<file path="src/hdl/edc_pkg.sv">
package edc_pkg;

  // mode codes carried in s_tuser
  localparam logic [1:0] MODE_LOAD = 2'd0;
  localparam logic [1:0] MODE_STEP = 2'd1;
  localparam logic [1:0] MODE_END  = 2'd2;

  // width of the distance field on the output
  localparam int unsigned DIST_OUT_W = 5;
  localparam int unsigned DIST_SAT   = 31;

  // per-cell control from the top level
  typedef struct packed {
    logic clear;   // restore the row entry to its column index
    logic load;    // store a first-string byte in this cell
    logic active;  // column lies within the first string
  } cell_ctrl_t;

endpackage

</file>
<file path="src/hdl/edit_distance_engine.sv">
// Levenshtein distance engine. The first string is loaded one byte per word
// (mode 0) into a chain of MAX_LEN cells, one cell per byte, each holding its
// entry of the distance row. A second-string byte (mode 1) enters the chain as a
// wave that moves one cell per cycle, so mode 0 and mode 1 words are taken one per
// cycle while no end word is draining. An end word (mode 2) holds the input while the
// last wave runs off the end of the chain, then the distance and overflow flag
// are latched into the output register and the block is cleared for the next
// pair; a further end word waits if the previous result has not been taken.
// Bytes beyond MAX_LEN in either string are dropped and set the overflow flag;
// first-string bytes that arrive after second-string bytes are ignored.
module edit_distance_engine #(
  parameter int unsigned MAX_LEN = 16
) (
  input  logic       clk,
  input  logic       rst,
  input  logic       s_tvalid,
  output logic       s_tready,
  input  logic [7:0] s_tdata,   // [7:0] symbol
  input  logic [1:0] s_tuser,   // [1:0] mode
  output logic       m_tvalid,
  input  logic       m_tready,
  output logic [7:0] m_tdata,   // [4:0] distance, [7:5] zero
  output logic       m_tuser    // [0] overflow
);

  localparam int unsigned DW = (MAX_LEN < 2) ? 1 : $clog2(MAX_LEN + 1);
  localparam int unsigned EW = (DW > edc_pkg::DIST_OUT_W) ? DW : edc_pkg::DIST_OUT_W;

  typedef enum logic {S_IDLE, S_DRAIN} state_t;

  state_t        state;
  logic [DW-1:0] cnt;
  logic [DW-1:0] first_len;
  logic [DW-1:0] second_len;
  logic          overflow_flag;
  logic          accept;
  logic          drain_done;
  logic [DW-1:0] sel_dist;
  logic [EW-1:0] ext_dist;
  logic [edc_pkg::DIST_OUT_W-1:0] distance;

  logic          wv_valid [0:MAX_LEN];
  logic [7:0]    wv_sym   [0:MAX_LEN];
  logic [DW-1:0] wv_new   [0:MAX_LEN];
  logic [DW-1:0] wv_old   [0:MAX_LEN];
  logic [DW-1:0] cell_dist [1:MAX_LEN];
  logic [DW-1:0] tap      [0:MAX_LEN];
  edc_pkg::cell_ctrl_t ctrl [1:MAX_LEN];

  assign s_tready   = (state == S_IDLE);
  assign accept     = s_tvalid && s_tready;
  assign drain_done = (state == S_DRAIN) && (cnt == '0) && (!m_tvalid || m_tready);

  // sequencer and output register
  always_ff @(posedge clk) begin
    if (rst) begin
      state    <= S_IDLE;
      cnt      <= '0;
      m_tvalid <= 1'b0;
    end else begin
      if (drain_done) begin
        m_tvalid <= 1'b1;
      end else if (m_tvalid && m_tready) begin
        m_tvalid <= 1'b0;
      end
      unique case (state)
        S_IDLE: begin
          if (accept && s_tuser == edc_pkg::MODE_END) begin
            state <= S_DRAIN;
            cnt   <= DW'(MAX_LEN);
          end
        end
        S_DRAIN: begin
          if (cnt != '0) begin
            cnt <= cnt - DW'(1);
          end else if (drain_done) begin
            state <= S_IDLE;
          end
        end
        default: state <= S_IDLE;
      endcase
    end
  end

  always_ff @(posedge clk) begin
    if (drain_done) begin
      m_tdata <= {{(8 - edc_pkg::DIST_OUT_W){1'b0}}, distance};
      m_tuser <= overflow_flag;
    end
  end

  // string lengths and overflow flag
  always_ff @(posedge clk) begin
    if (rst || drain_done) begin
      first_len     <= '0;
      second_len    <= '0;
      overflow_flag <= 1'b0;
    end else if (accept) begin
      if (s_tuser == edc_pkg::MODE_LOAD && second_len == '0) begin
        if (first_len < DW'(MAX_LEN)) begin
          first_len <= first_len + DW'(1);
        end else begin
          overflow_flag <= 1'b1;
        end
      end else if (s_tuser == edc_pkg::MODE_STEP) begin
        if (second_len < DW'(MAX_LEN)) begin
          second_len <= second_len + DW'(1);
        end else begin
          overflow_flag <= 1'b1;
        end
      end
    end
  end

  // head of the chain: injects a wave with the boundary column
  always_ff @(posedge clk) begin
    if (rst || drain_done) begin
      wv_valid[0] <= 1'b0;
    end else begin
      wv_valid[0] <= accept && s_tuser == edc_pkg::MODE_STEP && second_len < DW'(MAX_LEN);
    end
  end

  always_ff @(posedge clk) begin
    if (accept) begin
      wv_sym[0] <= s_tdata;
      wv_old[0] <= second_len;
      wv_new[0] <= second_len + DW'(1);
    end
  end

  // the cell chain
  for (genvar i = 1; i <= MAX_LEN; i++) begin : g_cell
    always_comb begin
      ctrl[i].clear  = drain_done;
      ctrl[i].load   = accept && s_tuser == edc_pkg::MODE_LOAD && second_len == '0
                       && first_len == DW'(i - 1);
      ctrl[i].active = (DW'(i) <= first_len);
    end

    edc_cell #(.IDX(i), .DW(DW)) u_cell (
      .clk       (clk),
      .rst       (rst),
      .ctrl      (ctrl[i]),
      .load_sym  (s_tdata),
      .in_valid  (wv_valid[i-1]),
      .in_sym    (wv_sym[i-1]),
      .in_new    (wv_new[i-1]),
      .in_old    (wv_old[i-1]),
      .out_valid (wv_valid[i]),
      .out_sym   (wv_sym[i]),
      .out_new   (wv_new[i]),
      .out_old   (wv_old[i]),
      .entry     (cell_dist[i])
    );

    assign tap[i] = (first_len == DW'(i)) ? cell_dist[i] : '0;
  end

  // pick the row entry at the end of the first string
  assign tap[0] = (first_len == '0) ? second_len : '0;

  always_comb begin
    sel_dist = '0;
    for (int k = 0; k <= MAX_LEN; k++) begin
      sel_dist = sel_dist | tap[k];
    end
    ext_dist = EW'(sel_dist);
    distance = (ext_dist > EW'(edc_pkg::DIST_SAT)) ? edc_pkg::DIST_OUT_W'(edc_pkg::DIST_SAT)
                                                   : ext_dist[edc_pkg::DIST_OUT_W-1:0];
  end

  // an end word closes the input until the result is latched
  a_end_blocks: assert property (@(posedge clk) disable iff (rst)
    (accept && s_tuser == edc_pkg::MODE_END) |=> !s_tready)
    else $error("input not held after end word");

  // the chain is empty once the result has been latched
  a_drained: assert property (@(posedge clk) disable iff (rst)
    drain_done |=> !wv_valid[MAX_LEN])
    else $error("wave still in chain after result");

  // a finished pair leaves the block cleared
  a_cleared: assert property (@(posedge clk) disable iff (rst)
    drain_done |=> (first_len == '0 && second_len == '0 && !overflow_flag))
    else $error("block not cleared after result");

  // the selected distance never exceeds MAX_LEN
  a_bound: assert property (@(posedge clk) disable iff (rst)
    drain_done |-> (ext_dist <= EW'(MAX_LEN)))
    else $error("distance beyond string length");

endmodule

</file>
<file path="src/hdl/edc_cell.sv">
module edc_cell #(
  parameter int unsigned IDX = 1,
  parameter int unsigned DW  = 5
) (
  input  logic                  clk,
  input  logic                  rst,
  input  edc_pkg::cell_ctrl_t   ctrl,
  input  logic [7:0]            load_sym,
  input  logic                  in_valid,
  input  logic [7:0]            in_sym,
  input  logic [DW-1:0]         in_new,
  input  logic [DW-1:0]         in_old,
  output logic                  out_valid,
  output logic [7:0]            out_sym,
  output logic [DW-1:0]         out_new,
  output logic [DW-1:0]         out_old,
  output logic [DW-1:0]         entry
);

  logic [7:0]  ch;
  logic [DW:0] sub_cost;
  logic [DW:0] up_cost;
  logic [DW:0] left_cost;
  logic [DW:0] best;
  logic [DW-1:0] dist_next;

  // one row entry: min of diagonal plus mismatch, above plus one, left plus one
  always_comb begin
    sub_cost  = {1'b0, in_old} + ((ch != in_sym) ? (DW+1)'(1) : (DW+1)'(0));
    up_cost   = {1'b0, entry} + (DW+1)'(1);
    left_cost = {1'b0, in_new} + (DW+1)'(1);
    best      = (up_cost < left_cost) ? up_cost : left_cost;
    if (sub_cost < best) begin
      best = sub_cost;
    end
    dist_next = best[DW-1:0];
  end

  // stored byte of the first string
  always_ff @(posedge clk) begin
    if (ctrl.load) begin
      ch <= load_sym;
    end
  end

  // row entry and the wave handed to the right neighbor
  always_ff @(posedge clk) begin
    if (rst) begin
      out_valid <= 1'b0;
      entry     <= DW'(IDX);
    end else if (ctrl.clear) begin
      out_valid <= 1'b0;
      entry     <= DW'(IDX);
    end else begin
      out_valid <= in_valid;
      if (in_valid && ctrl.active) begin
        entry <= dist_next;
      end
    end
  end

  always_ff @(posedge clk) begin
    if (in_valid) begin
      out_sym <= in_sym;
      out_new <= dist_next;
      out_old <= entry;
    end
  end

endmodule

</file>
<file path="config.mk">
export PLATFORM = sky130hd
export DESIGN_NAME = edit_distance_engine
export DESIGN_NICKNAME = d
export VERILOG_FILES = /design/src/hdl/edc_pkg.sv /design/src/hdl/edit_distance_engine.sv /design/src/hdl/edc_cell.sv
export SDC_FILE = /design/constraint.sdc
export NUM_CORES = 1
export LEC_CHECK = 0
export ABC_AREA = 1
export BUFFER_PORTS_ARGS = -buffer_cell sky130_fd_sc_hd__clkbuf_2
export CORE_ASPECT_RATIO = 2
export CORE_UTILIZATION = 36
export DETAILED_ROUTE_END_ITERATION = 6
export PLACE_DENSITY = 0.62
export SLEW_MARGIN = 20
export SYNTH_ARGS = -nofsm -noshare
export SYNTH_HDL_FRONTEND = slang
export SYNTH_SLANG_ARGS = --single-unit
</file>
<file path="constraint.sdc">
create_clock -name clk -period 3.4 [get_ports clk]
set_input_delay 0.51 -clock clk [delete_from_list [all_inputs] [get_ports clk]]
set_output_delay 0.51 -clock clk [all_outputs]
set_load 0.05 [all_outputs]
</file>
==> metrics.yaml <==
outcome: "complete, no violations"
finClkSkew_ns: 0.0305
power_mw: 13.2
grt_max_degree: 81
critPathLaunchType: "flop"
ys_seq_elements: 536
cts.htree.levels: 2
leakage_nw: 14.5
dr.pass1.iters: 6
crit_buf_inv: 2
start_util: 0.364
crit_type: "reg2reg"
drv_slew: 0
cap_violations: 0
cp_top_family: "simple AND/OR/NAND/NOR gates"
antenna_cells: 0
drcViolationCount: 0
max_stage_delay_ns: 0.65
synth.largest_area_cell: "edfxtp_1"
required_ns: 3.76
grtUsageTotal: 0.187
dieArea_sq_um: 81600
port_buffers: 21
setup_viol: 0
cp_slowest_cell: "or4_4"
yosysTopAreaCellShare: 0.438
cp.depth: 14
ys.flop_type: "edfxtp_1"
crit_chain: "xnor2_1 > nand4_1 > or4_4 > ha_4 > ha_4 > buf_6 > xor2_2 > ha_2 > a21oi_4 > nor2_4 > a211oi_2 > buf_4 > nand3b_1 > and2_1"
place.gp.congestion: 1.01
fill_cells: 7318
hold_buffers: 0
slew-limit-headroom: 0.379
grtUsageMet1: 0.161
synth_edf_count: 422
multi_input_comb_area_sq_um: 14700
ir_worst_vdd_mv: 0.380
post-route-min-period_ns: 3.39
grt_pass1_vias: 21800
ys_types: 53
yosys_warnings: 0
async_reset_ff_frac: 0
vias: 21700
place_hpwl_microns: 60200
drt_wl_total_microns: 78700
p_per_area_nw_per_um2: 363
coreArea_sq_um: 79500
antenna_found_initial: 0
path_clk_slew_ns: 0.07
gr-max-usage-layer: "met2"
ant_nets: 0
hold_path_class: "in2reg"
synthToLayoutAreaGrowth_pct: 25.9
synth_seq_area_share: 0.517
hold_path_depth: 2
syn-instance-count: 2906
layout_common_cells: "462 x nand2_1, 422 x edfxtp_1, 335 x inv_1"
wire_per_inst_microns: 18.1
fin_cells: 4338
nets: 3509
overflow: 0
clk_latency_ns: 0.62
final_common_cell: "nand2_1"
setup_ws_ns: 0.0137
rsz0062_at_grt: "true"
regArea_sq_um: 15000
grt_pass1_wl_microns: 116000
crit_fanout: 6
post-place-ws_ns: -0.176
cp.arrival_ns: 3.75
hold_ws_ns: 0.197
period_share: 0.996
post-place-cells: 4173
drt_iter0_markers: 1154
syn_area_sq_um: 28900
grt_use_met2: 0.384
drive_above_1_share: 0.276
boundaryPins: 25
avgSynthCellArea_sq_um: 9.96
synth_area_leaders: "edfxtp_1 44%, ha_1 10%, dfxtp_1 7.9%"
cts_tree: "built"
path_common_cell: "ha_4"
grt_util_met3: 0.0183
die_h_microns: 403
rows: 146
end_kind: "flop"
reg2reg_depth: 14
cts_buffers: 47
die_x_microns: 203
placed_area_sq_um: 32000
cts_sinks: 536
cts_root_buf: "clkbuf_16"
final_area_sq_um: 36400
tightest_slew_ns: 0.931
viasPerCell: 5.00
clockBufferDepth: 3
max_freq_ghz: 0.295
hold_viol: 0
[worst reg2reg max path, delay by kind of cell, from the launching register on]
family                   cells  cell delay [ns]
AND/OR/NAND/NOR              5             1.17
flip-flops                   1             0.41
adder cells (fa/ha/maj)      3             0.58
buffers and inverters        2             0.32
AO/OA/AOI/OAI                2             0.35
XOR/XNOR                     2             0.30
[routing by layer]
metal / wire [microns] / part of all wire
met1: 24700 / 0.31
met2: 45600 / 0.58
met3: 2220 / 0.028
met4: 6160 / 0.078
met5: 0 / 0
[synthesized netlist by cell type, types with 10 or more instances]
library cell and number:
a211oi_1 21, a21boi_1 14, a21o_1 15, a21oi_1 112, and2_1 39, and3b_1 16, dfxtp_1 114, edfxtp_1 422
ha_1 231, inv_1 356, inv_2 12, nand2_1 522, nand2_2 40, nand3_1 281, nand3b_1 33, nand4_1 36
nor2_1 154, nor3_1 10, o21ai_0 89, o21ai_1 10, o21ai_2 10, o22ai_1 20, or4_1 16, xnor2_1 112
xor2_1 153
[through the flow]
stage | utilization | TNS, ns
5_1_grt | 0.459 | -2.89
4_1_cts | 0.432 | -0.503
3_3_place_gp | 0.403 | -2.12
6_report | 0.459 | 0
3_5_place_dp | 0.403 | -4.14
2_1_floorplan | - | 0
[registers in the layout, indices dropped and copies added (netlist names), 5 cells and up]
signal                   count
wv_old                       5
m_tdata                      5
g_cell.u_cell.out_sym      120
cnt                          5
g_cell.u_cell.out_new       75
first_len                    5
g_cell.u_cell.ch           128
g_cell.u_cell.entry         80
g_cell.u_cell.out_valid     15
wv_new                       5
wv_sym                       8
g_cell.u_cell.out_old       75
second_len                   5
[final timing paths]
| kind | to | slack, ns | from |
|---|---|---|---|
| max | g_cell[10].u_cell.out_new[1]$_DFFE_PP_ | 0.01 | g_cell[9].u_cell.out_sym[1]$_DFFE_PP_ |
| min | cnt[1]$_SDFFE_PP0P_ | 0.20 | rst |
| max reg2reg | g_cell[10].u_cell.out_new[1]$_DFFE_PP_ | 0.01 | g_cell[9].u_cell.out_sym[1]$_DFFE_PP_ |
| min reg2reg | g_cell[13].u_cell.out_old[4]$_DFFE_PP_ | 0.43 | g_cell[13].u_cell.entry[4]$_SDFFE_PP0P_ |
[area by class of cell]
class	count	area share
clock inverters	32	0.0107
inverters	370	0.0384
repair buffers	324	0.0669
well taps	1036	0.0356
clock buffers	55	0.0334
flip-flops and latches	536	0.412
multi-input cells	1985	0.403
[power by group]
group	switching [mW]	total, mW	internal (mW)
Sequential	0.0385	7.09	7.06
Combinational	0.351	0.532	0.181
Clock	2.60	5.61	3.01
[kinds of logic after synthesis]
logic type               Yosys count  share of synthesized area
buffers and inverters            388                     0.0518
XOR/XNOR                         265                     0.0802
adder cells (fa/ha/maj)          231                     0.0998
AND/OR/NAND/NOR                 1172                      0.187
other                              1                   0.000130
AO/OA/AOI/OAI                    313                     0.0642
flip-flops                       536                      0.517
[repair_timing]
action                                  CTS  global route
gates cloned                              0             1
setup buffers                            14            68
pin swaps                                85           222
gates resized for setup                 135           397
endpoints found under the setup margin  120           155
Power figures use the tool's default switching activity.
